<file path="src/hw/rtl/psp_pkg.sv">
// ----------------------------------------------------------------------------
// psp_pkg: shared definitions for the printf specifier parser
// Character codes, classification types and the packed result layout.
// ----------------------------------------------------------------------------
package psp_pkg;

	localparam int VALUE_BITS_DEFAULT = 16;
	localparam int OUT_VALUE_BITS     = 16;

	localparam logic [7:0] CH_ZERO  = 8'd48;
	localparam logic [7:0] CH_NINE  = 8'd57;
	localparam logic [7:0] CH_DOT   = 8'h2E;
	localparam logic [7:0] CH_HASH  = 8'h23;
	localparam logic [7:0] CH_MINUS = 8'h2D;
	localparam logic [7:0] CH_PLUS  = 8'h2B;
	localparam logic [7:0] CH_SPACE = 8'h20;
	localparam logic [7:0] CH_H     = 8'h68;
	localparam logic [7:0] CH_L     = 8'h6C;
	localparam logic [7:0] CH_J     = 8'h6A;
	localparam logic [7:0] CH_Z     = 8'h7A;

	localparam logic [3:0] DIGIT_SCALE = 4'd10;

	typedef enum logic [1:0] {
		CLS_OTHER = 2'd0,
		CLS_DIGIT = 2'd1,
		CLS_DOT   = 2'd2
	} byte_class_t;

	typedef enum logic [1:0] {
		RUN_NONE  = 2'd0,
		RUN_WIDTH = 2'd1,
		RUN_PREC  = 2'd2
	} run_kind_t;

	typedef enum logic [2:0] {
		SIZE_NONE = 3'd0,
		SIZE_HH   = 3'd1,
		SIZE_H    = 3'd2,
		SIZE_LL   = 3'd3,
		SIZE_L    = 3'd4,
		SIZE_J    = 3'd5,
		SIZE_Z    = 3'd6
	} size_mod_t;

	// Flag bit positions.
	localparam int FLAG_HASH  = 0;
	localparam int FLAG_MINUS = 1;
	localparam int FLAG_ZERO  = 2;
	localparam int FLAG_PLUS  = 3;
	localparam int FLAG_SPACE = 4;

	// Length letter mark positions.
	localparam int MARK_H_SEEN = 0;
	localparam int MARK_H_ODD  = 1;
	localparam int MARK_L_SEEN = 2;
	localparam int MARK_L_ODD  = 3;
	localparam int MARK_J_SEEN = 4;
	localparam int MARK_Z_SEEN = 5;

	// Declared from the top bit down, so alt_form lands in bit 0.
	typedef struct packed {
		logic [7:0]                conversion;
		size_mod_t                 size_modifier;
		logic                      precision_given;
		logic [OUT_VALUE_BITS-1:0] precision;
		logic                      width_given;
		logic [OUT_VALUE_BITS-1:0] width;
		logic                      space_sign;
		logic                      force_sign;
		logic                      zero_pad;
		logic                      left_justify;
		logic                      alt_form;
	} result_t;

	localparam int RESULT_BITS = $bits(result_t);
	localparam int TDATA_BITS  = ((RESULT_BITS + 7) / 8) * 8;

endpackage

</file>
<file path="src/hw/rtl/printf_spec_parser.sv">
// ----------------------------------------------------------------------------
// printf_spec_parser: printf conversion specifier parser
// Collects flags, width, precision and length modifier of one specifier.
// ----------------------------------------------------------------------------
// The slave stream carries the specifier bytes that follow the percent sign,
// one byte per item; tlast marks the conversion character. Every accepted
// byte updates the flag, digit and letter registers in the same cycle, so
// one byte is taken every cycle while the skid register is empty. The item
// with tlast set loads one result into the output register, or into the skid
// register when the output register is stalled, and clears the parse state
// for the next specifier. The rate is set by the single update path: one
// multiply by ten, an add and a saturating compare on the accumulator.
// When the receiver stalls, the result waits in the output register while
// further bytes keep flowing in; a second finished result is held in a skid
// register, and only then does s_axis_tready drop until the master side
// drains. Reset clears all parse state and both output valid flags.
// ----------------------------------------------------------------------------
module printf_spec_parser #(
	parameter int VALUE_BITS = psp_pkg::VALUE_BITS_DEFAULT
) (
	input  logic                            clk,
	input  logic                            arst_n,
	input  logic                            s_axis_tvalid,
	output logic                            s_axis_tready,
	input  logic [7:0]                      s_axis_tdata,  // spec_byte
	input  logic                            s_axis_tlast,  // last_byte
	output logic                            m_axis_tvalid,
	input  logic                            m_axis_tready,
	// alt_form, left_justify, zero_pad, force_sign, space_sign, width[15:0],
	// width_given, precision[15:0], precision_given, size_modifier[2:0],
	// conversion[7:0], zero fill
	output logic [psp_pkg::TDATA_BITS-1:0]  m_axis_tdata
);

	localparam int ACC_BITS = (VALUE_BITS > psp_pkg::OUT_VALUE_BITS) ?
		psp_pkg::OUT_VALUE_BITS : VALUE_BITS;
	localparam int SUM_BITS = ACC_BITS + 4;
	localparam logic [SUM_BITS-1:0] ACC_LIMIT =
		SUM_BITS'((64'd1 << ACC_BITS) - 64'd1);

	logic [4:0]                flags_q;
	logic [ACC_BITS-1:0]       width_q;
	logic                      width_seen_q;
	logic [ACC_BITS-1:0]       prec_q;
	logic                      dot_seen_q;
	psp_pkg::byte_class_t      prev_q;
	psp_pkg::run_kind_t        run_q;
	logic [5:0]                marks_q;

	logic [4:0]                flags_d;
	logic [ACC_BITS-1:0]       width_d;
	logic                      width_seen_d;
	logic [ACC_BITS-1:0]       prec_d;
	logic                      dot_seen_d;
	psp_pkg::byte_class_t      prev_d;
	psp_pkg::run_kind_t        run_d;
	logic [5:0]                marks_d;

	psp_pkg::result_t          res_q;
	logic                      res_valid_q;
	psp_pkg::result_t          skid_q;
	logic                      skid_valid_q;
	psp_pkg::result_t          res_new;
	psp_pkg::size_mod_t        size_code;

	logic                      in_acc;
	logic                      push;
	logic                      is_digit;
	logic [7:0]                digit_full;
	logic [3:0]                digit;
	logic                      to_prec;
	logic                      to_width;
	logic [ACC_BITS-1:0]       acc_base;
	logic [SUM_BITS-1:0]       acc_sum;
	logic [ACC_BITS-1:0]       acc_sat;

	assign s_axis_tready = !skid_valid_q;
	assign in_acc        = s_axis_tvalid && s_axis_tready;
	assign push          = in_acc && s_axis_tlast;

	assign is_digit   = s_axis_tdata inside {[psp_pkg::CH_ZERO:psp_pkg::CH_NINE]};
	assign digit_full = s_axis_tdata - psp_pkg::CH_ZERO;
	assign digit      = digit_full[3:0];

	assign to_prec  = (prev_q == psp_pkg::CLS_DOT) ||
		((prev_q == psp_pkg::CLS_DIGIT) && (run_q == psp_pkg::RUN_PREC));
	assign to_width = (prev_q == psp_pkg::CLS_DIGIT) && (run_q == psp_pkg::RUN_WIDTH);

	always_comb begin
		if (to_prec) begin
			acc_base = prec_q;
		end else if (to_width) begin
			acc_base = width_q;
		end else begin
			acc_base = '0;
		end
	end

	assign acc_sum = SUM_BITS'(acc_base) * SUM_BITS'(psp_pkg::DIGIT_SCALE) + SUM_BITS'(digit);
	assign acc_sat = (acc_sum > ACC_LIMIT) ? ACC_LIMIT[ACC_BITS-1:0] : acc_sum[ACC_BITS-1:0];

	always_comb begin
		size_code = psp_pkg::SIZE_NONE;
		if (marks_q[psp_pkg::MARK_Z_SEEN]) begin
			size_code = psp_pkg::SIZE_Z;
		end else if (marks_q[psp_pkg::MARK_J_SEEN]) begin
			size_code = psp_pkg::SIZE_J;
		end else if (marks_q[psp_pkg::MARK_L_SEEN]) begin
			size_code = marks_q[psp_pkg::MARK_L_ODD] ? psp_pkg::SIZE_L : psp_pkg::SIZE_LL;
		end else if (marks_q[psp_pkg::MARK_H_SEEN]) begin
			size_code = marks_q[psp_pkg::MARK_H_ODD] ? psp_pkg::SIZE_H : psp_pkg::SIZE_HH;
		end
	end

	always_comb begin
		res_new.alt_form        = flags_q[psp_pkg::FLAG_HASH];
		res_new.left_justify    = flags_q[psp_pkg::FLAG_MINUS];
		res_new.zero_pad        = flags_q[psp_pkg::FLAG_ZERO];
		res_new.force_sign      = flags_q[psp_pkg::FLAG_PLUS];
		res_new.space_sign      = flags_q[psp_pkg::FLAG_SPACE];
		res_new.width           = psp_pkg::OUT_VALUE_BITS'(width_q);
		res_new.width_given     = width_seen_q;
		res_new.precision       = psp_pkg::OUT_VALUE_BITS'(prec_q);
		res_new.precision_given = dot_seen_q;
		res_new.size_modifier   = size_code;
		res_new.conversion      = s_axis_tdata;
	end

	always_comb begin
		flags_d      = flags_q;
		width_d      = width_q;
		width_seen_d = width_seen_q;
		prec_d       = prec_q;
		dot_seen_d   = dot_seen_q;
		prev_d       = prev_q;
		run_d        = run_q;
		marks_d      = marks_q;
		if (s_axis_tlast) begin
			flags_d      = '0;
			width_d      = '0;
			width_seen_d = 1'b0;
			prec_d       = '0;
			dot_seen_d   = 1'b0;
			prev_d       = psp_pkg::CLS_OTHER;
			run_d        = psp_pkg::RUN_NONE;
			marks_d      = '0;
		end else if (is_digit) begin
			prev_d = psp_pkg::CLS_DIGIT;
			if (to_prec) begin
				run_d  = psp_pkg::RUN_PREC;
				prec_d = acc_sat;
			end else if (to_width) begin
				width_d = acc_sat;
			end else begin
				if (prev_q == psp_pkg::CLS_OTHER) begin
					run_d = psp_pkg::RUN_NONE;
					if (digit == 4'd0) begin
						flags_d[psp_pkg::FLAG_ZERO] = 1'b1;
					end
				end
				if (digit != 4'd0) begin
					run_d        = psp_pkg::RUN_WIDTH;
					width_seen_d = 1'b1;
					width_d      = acc_sat;
				end
			end
		end else if (s_axis_tdata == psp_pkg::CH_DOT) begin
			dot_seen_d = 1'b1;
			prec_d     = '0;
			run_d      = psp_pkg::RUN_NONE;
			prev_d     = psp_pkg::CLS_DOT;
		end else begin
			run_d  = psp_pkg::RUN_NONE;
			prev_d = psp_pkg::CLS_OTHER;
			case (s_axis_tdata)
				psp_pkg::CH_HASH: begin
					flags_d[psp_pkg::FLAG_HASH] = 1'b1;
				end
				psp_pkg::CH_MINUS: begin
					flags_d[psp_pkg::FLAG_MINUS] = 1'b1;
				end
				psp_pkg::CH_PLUS: begin
					flags_d[psp_pkg::FLAG_PLUS] = 1'b1;
				end
				psp_pkg::CH_SPACE: begin
					flags_d[psp_pkg::FLAG_SPACE] = 1'b1;
				end
				psp_pkg::CH_H: begin
					marks_d[psp_pkg::MARK_H_SEEN] = 1'b1;
					marks_d[psp_pkg::MARK_H_ODD]  = !marks_q[psp_pkg::MARK_H_ODD];
				end
				psp_pkg::CH_L: begin
					marks_d[psp_pkg::MARK_L_SEEN] = 1'b1;
					marks_d[psp_pkg::MARK_L_ODD]  = !marks_q[psp_pkg::MARK_L_ODD];
				end
				psp_pkg::CH_J: begin
					marks_d[psp_pkg::MARK_J_SEEN] = 1'b1;
				end
				psp_pkg::CH_Z: begin
					marks_d[psp_pkg::MARK_Z_SEEN] = 1'b1;
				end
				default: begin
				end
			endcase
		end
	end

	always_ff @(posedge clk or negedge arst_n) begin
		if (!arst_n) begin
			flags_q      <= '0;
			width_q      <= '0;
			width_seen_q <= 1'b0;
			prec_q       <= '0;
			dot_seen_q   <= 1'b0;
			prev_q       <= psp_pkg::CLS_OTHER;
			run_q        <= psp_pkg::RUN_NONE;
			marks_q      <= '0;
		end else if (in_acc) begin
			flags_q      <= flags_d;
			width_q      <= width_d;
			width_seen_q <= width_seen_d;
			prec_q       <= prec_d;
			dot_seen_q   <= dot_seen_d;
			prev_q       <= prev_d;
			run_q        <= run_d;
			marks_q      <= marks_d;
		end
	end

	always_ff @(posedge clk or negedge arst_n) begin
		if (!arst_n) begin
			res_valid_q  <= 1'b0;
			skid_valid_q <= 1'b0;
		end else if (!res_valid_q || m_axis_tready) begin
			if (skid_valid_q) begin
				res_valid_q  <= 1'b1;
				skid_valid_q <= 1'b0;
			end else begin
				res_valid_q <= push;
			end
		end else if (push) begin
			skid_valid_q <= 1'b1;
		end
	end

	always_ff @(posedge clk) begin
		if (!res_valid_q || m_axis_tready) begin
			res_q <= skid_valid_q ? skid_q : res_new;
		end else if (push) begin
			skid_q <= res_new;
		end
	end

	assign m_axis_tvalid = res_valid_q;
	assign m_axis_tdata  = psp_pkg::TDATA_BITS'(res_q);

endmodule

</file>
<file path="config.mk">
export PLATFORM = sky130hd
export DESIGN_NAME = printf_spec_parser
export DESIGN_NICKNAME = d
export VERILOG_FILES = /design/src/hw/rtl/psp_pkg.sv /design/src/hw/rtl/printf_spec_parser.sv
export SDC_FILE = /design/constraint.sdc
export NUM_CORES = 1
export LEC_CHECK = 0
export BUFFER_PORTS_ARGS = -buffer_cell sky130_fd_sc_hd__buf_2
export CAP_MARGIN = 20
export CORE_ASPECT_RATIO = 1.75
export CORE_UTILIZATION = 60
export CTS_BUF_LIST = sky130_fd_sc_hd__clkbuf_8 sky130_fd_sc_hd__clkbuf_16
export DETAILED_ROUTE_END_ITERATION = 10
export PLACE_DENSITY = 0.78
export SYNTH_ARGS = -nofsm -noshare
export SYNTH_HDL_FRONTEND = slang
export SYNTH_SLANG_ARGS = --single-unit
</file>
<file path="constraint.sdc">
create_clock -name clk -period 6 [get_ports clk]
set_input_delay 0.9 -clock clk [delete_from_list [all_inputs] [get_ports clk]]
set_output_delay 0.9 -clock clk [all_outputs]
set_load 0.02 [all_outputs]
</file>
# Word level (Yosys, flattened, before mapping)
# Index checks and enable logic that the tools add are counted.
# classes
add_sub_neg,2
n_mul,1
div,0
n_lt_le_gt_ge,3
n_eq_ne,20
shift,0
muxes,60
bitwise_logic,1
n_reduce_logical,45
# op_table
op,n
$mux 16,12
$mux 50,1
$eq 8x6->1 const B,5
$reduce_and 4->1,9
$mux 2,17
$eq 8x7->1 const B,4
$reduce_bool 2->1,14
$mux 1,22
$add 20x4->20,1
$gt 20x16->1 const B,1
$mul 16x3->19 const B,1
$mux 6,3
$mux 3,4
$reduce_and 3->1,3
$ge 8x6->1 const B,1
$le 8x6->1 const B,1
$ne 2x2->1 const B,4
$reduce_and 6->1,1
$reduce_bool 3->1,2
$logic_and 1x1->1,5
$mux 5,1
$ne 5x2->1 const B,1
$reduce_and 5->1,1
$eq 2x1->1 const B,2
other kinds (11),16
# totals
regBits,151
latch_bits,0
ramBits,0
mem_bits_ro,0
word_cells,171
memories,0

# Longest topological paths before layout
# depth
ltp_word,13
ltp_mapped,20
depth_no_buf,17

# Least setup slack after synthesis
# No wires, ideal clock.
# synth_path
path_kind,input to register
startpoint,input port m_axis_tready
endpoint,"register skid_q[0] in the netlist's numbering, enable pin"
setup_ns,0.458
arrival_time_ns,4.405
required_time_ns,5.542
path_slack_ns,1.137
stages,2
cell_sequence,nand2b_1 -> nor2_1
# synth_between
elab_chain_len,3
# synth_lines
element,line_no,source
from (decl),printf_spec_parser.sv:28,"input logic m_axis_tready,"
$logic_or 1x1->1,printf_spec_parser.sv:247,if (!res_valid_q || m_axis_tready) begin
$not 1->1 (no source line),--,
$reduce_and 2->1 (no source line),--,
to (signal assigned),printf_spec_parser.sv:250,skid_q <= res_new;
to (decl),printf_spec_parser.sv:61,psp_pkg::result_t skid_q;
# No other way between the ends.
# A chain may end at the register's enable or synchronous reset.

# Worst setup path in the final report
# layout_path
startpoint,register prev_q[1]
endpoint,register width_q[5]
# layout_between
elab_chain_len,13
elab_cells_between_ends,19
classes_between,1 x add/sub; 1 x mul; 1 x order compare; 3 x eq/ne; 8 x mux; 5 x reduce/logical
# layout_lines
element,line_no,source
from (decl),printf_spec_parser.sv:46,psp_pkg::byte_class_t prev_q;
from (signal assigned),printf_spec_parser.sv:215,prev_q <= psp_pkg::CLS_OTHER;
from (signal assigned),printf_spec_parser.sv:224,prev_q <= prev_d;
$eq 2x1->1,"printf_spec_parser.sv:86, printf_spec_parser.sv:87",
$logic_and 1x1->1 (on tied branches),"printf_spec_parser.sv:87, printf_spec_parser.sv:86",
$mux 16 or $logic_or 1x1->1 (tied branches),"printf_spec_parser.sv:92, printf_spec_parser.sv:85",
$mux 16,printf_spec_parser.sv:90,if (to_prec) begin
$mul 16x3->19,printf_spec_parser.sv:99,assign acc_sum = SUM_BITS'(acc_base) * SUM_BITS'(psp_pkg::DIGIT_SCALE) + SUM_BITS'(digit);
$add 20x4->20,printf_spec_parser.sv:99,
$gt 20x16->1,printf_spec_parser.sv:100,assign acc_sat = (acc_sum > ACC_LIMIT) ? ACC_LIMIT[ACC_BITS-1:0] : acc_sum[ACC_BITS-1:0];
$mux 16,printf_spec_parser.sv:100,
$mux 16,printf_spec_parser.sv:161,if (digit != 4'd0) begin
$mux 16,printf_spec_parser.sv:152,end else if (to_width) begin
$mux 16,printf_spec_parser.sv:149,if (to_prec) begin
$mux 16,printf_spec_parser.sv:147,end else if (is_digit) begin
$mux 16,printf_spec_parser.sv:138,if (s_axis_tlast) begin
to (signal assigned),printf_spec_parser.sv:220,width_q <= width_d;
to (decl),printf_spec_parser.sv:42,logic [ACC_BITS-1:0] width_q;
# Several ways; a longest one is shown, not always the timed one. The select of a mux whose other input is x is not followed.

==> summary.md <==
The run finished with clean final reports. After layout, the minimum clock period comes to 5210 ps. 71 I/O pins were placed. The logs give 0 for the number of antenna-violating nets in the routed design and 0 for the number of antenna violations at the first check in global routing. Wires add up to 16.4 mm.

In this run the worst path has a maximum fanout of 13. For this run, the slowest stage of the critical path takes 710 ps. In this run, the number of DRC markers left after iteration 0 of detailed routing was 344. Once the floorplan was initialized, standard cells occupied 62.2% of the core. The congestion estimate from routability-driven global placement came to 0.933.

The post-synthesis cell type count is 72, and the static leakage is 3.63 nW. The logs give 26.1 mm for the global-route wire length before repair and 410 ps for the clock insertion delay at the later pin of the skew report. Before antenna repair, the detailed router went through 5 iterations. Leaving out fill and tap cells, the most frequent cells in the layout are edfxtp_1, buf_2, dfrtp_1, nor2_1, mux2_2. The share of layout cells above drive strength 1 came out at 29.4%. Clock-pin slew was measured on the worst setup and hold paths at 60 ps. The class of the most critical setup path was reg -> reg.

The total negative slack was 0 ps. TritonCTS built the clock tree. The async set-reset flop share out of synthesis is 33.8%, and the maximum ir drop on the vdd rail is 0.181 mV. The placeable core region came out at 12100 um^2.

The run gives 55 as the largest net degree at the start of global routing. The class of the most critical hold timing path is reg -> reg. The number of buffer and inverter stages on the critical path is 3. The run gives 787 ps as the post-route worst setup slack. The die covers 13100 um^2. After detailed routing, the number of remaining DRC violations is 0. STA classifies the critical path startpoint as a flip-flop. Global routing finished with a remaining overflow of 0. For the worst endpoint data arrival time, the log shows 5510 ps. Multi-input combinational cell area: 3100 um^2. Clock skew on the completed layout was measured at 7.13 ps. The vertical die dimension works out to 150 um. Counting flops and latches in the post-synthesis netlist gives 151. The quantity of gates resized following cts was 0; the actual transition at the worst max-transition pin was 900 ps. The HPWL after detailed placement came out at 11.4 mm.

The tools report the largest buffer count on any clock path as 2. Dividing the synthesized area by the synthesized cell count gives 13.0 um^2. The vias per cell was 6.16. The tools report the total via count in the routed design as 5061. The number of post-CTS setup repair buffers was 0; the placement row count was 53. For this run, the number of Yosys warnings is 0.

The tree built by TritonCTS fans out to 151 sinks. Reported max-cap violation count: 0. For this design the ratio of total power to cell area is 289 nW/um^2. The tree is rooted in a clkbuf_16.

The number of H-tree levels is 4. The share of the cycle needed by the critical path after routing was 86.9%; the max-slew violation total from the final report was 0. On the critical path the largest part of the delay comes from simple AND/OR/NAND/NOR gates. The count of hold-fix buffers inserted at cts was 0. The final net count came out at 690. The count of flip-flops with a built-in enable after synthesis works out to 100. Setup violations remaining at the end of the flow were counted as 0. The tools report the number of global-route vias before repair as 5152. The worst setup path is captured at a flip-flop. Timing would allow up to 192 MHz.

Setup repair after global routing left no endpoint under its margin. Measured on the finished design, the core utilization comes to 70.6%. The final-report hold violation count is 0.

Across every metal layer, demand over resource in global routing totals 26.9%. For this run, the leading register cell type out of synthesis is edfxtp_1. Counting the buffers created by CTS gives 17. The leading cell type in the layout, fill and taps excluded was edfxtp_1. After synthesis the cells add up to 7550 um^2. The tools report the worst slack after detailed placement as 911 ps. After filler insertion, the fill cell instance count of the layout stands at 850.

Cell with the largest stage delay on the worst path: o21ai_1. Registers take 4280 um^2. The count of input and output buffers is 64, and the data required time at the worst endpoint is 6300 ps.

The repair_antennas step left the layout with diodes totalling 0. From synthesis to final layout, the design area changed by 13.5%. The number of cells produced by synthesis was 582; the sequential share of the synthesized area was 56.7%.

From left edge to right edge, the die measures 86.8 um. Measured against its own limit, the worst slew margin works out to 39.6%. Traced cell by cell, the critical path runs through inv_1, o21ai_1, buf_4, a22o_1, ha_1, ha_1, inv_1, fa_1, nor4b_1, nand4b_1, or4_4, a21oi_4, mux2i_4, nand3_2, o221a_2. In the final routed layout, each cell accounts on average for 19.9 um.
## registers in the layout, indices dropped and copies added (netlist names)
signal	flops
dot_seen_q	1
flags_q	5
m_axis_tdata	50
m_axis_tvalid	1
marks_q	6
prec_q	16
prev_q	2
run_q	2
skid_q	50
skid_valid_q	1
width_q	16
width_seen_q	1
## worst paths after layout
path,from,end,slack [ps],depth (start not counted)
min reg2reg,width_seen_q,skid_q[21],470,0
max reg2reg,prev_q[1],width_q[5],790,15
min in group asynchronous,arst_n,skid_valid_q,600,2
max in group asynchronous,arst_n,skid_valid_q,4950,2
max,prev_q[1],width_q[5],790,15
min,width_seen_q,skid_q[21],470,0
## worst reg2reg max path: stages (launching register included)
cell      delay [ps]
dfrtp_1          400
inv_1            100
o21ai_1          710
buf_4            320
a22o_1           210
ha_1             250
ha_1             230
inv_1             70
fa_1             470
nor4b_1          550
nand4b_1         190
or4_4            470
a21oi_4          170
mux2i_4          360
nand3_2          280
o221a_2          330
## cell families after synthesis
logic type,share of synthesized area [%]
other,0.0497
XOR/XNOR,2.77
AND/OR/NAND/NOR,10.6
buffers and inverters,2.77
AO/OA/AOI/OAI,13.9
multiplexers,7.59
flip-flops,56.7
adder cells (fa/ha/maj),5.67
## cells in the mapped netlist (10+ instances only)
cell / number / area share, %
inv_1: 11 / 0.55
xnor2_1: 13 / 1.5
nand2_1: 31 / 1.5
a22o_1: 20 / 2.3
a21oi_1: 14 / 0.93
mux2_2: 48 / 7.2
nor2_1: 51 / 2.5
o21ai_0: 24 / 1.6
ha_1: 31 / 5.1
clkbuf_1: 24 / 1.2
nand3_1: 10 / 0.66
edfxtp_1: 100 / 40
dfrtp_1: 51 / 17
## per-stage QoR
stage / instances / power [mW] / instance area [um^2] / hold slack (ps)
after detailed placement: 789 / 1.50 / 8000 / 456
after CTS: 821 / 2.49 / 8560 / 471
after global routing: 822 / 2.57 / 8570 / 500
after global placement: 789 / 1.49 / 8000 / 459
after floorplan: 587 / 1.41 / 7570 / 443
final: 822 / 2.48 / 8570 / 469
## metal layers
metal	global-route usage, %	routed length, um
met5	0	0
met4	14.2	590
met3	4.93	670
met2	48.1	9080
met1	29.8	6050
## area by class of cell
cell class	count	area share (%)
clock buffers	19	5.28
clock inverters	13	1.27
inverters	11	0.482
multi-input cells	391	36.2
flip-flops and latches	151	49.9
well taps	165	2.41
repair buffers	72	4.44
## where the power goes
| part | total (mW) | internal (mW) | switching [mW] | leakage [nW] |
|---|---|---|---|---|
| sequential | 1.24 | 1.20 | 0.0423 | 1.70 |
| clock | 0.994 | 0.589 | 0.405 | 0.274 |
| combinational | 0.240 | 0.0839 | 0.156 | 1.65 |
Note: power is estimated with default switching activity, not from simulation.
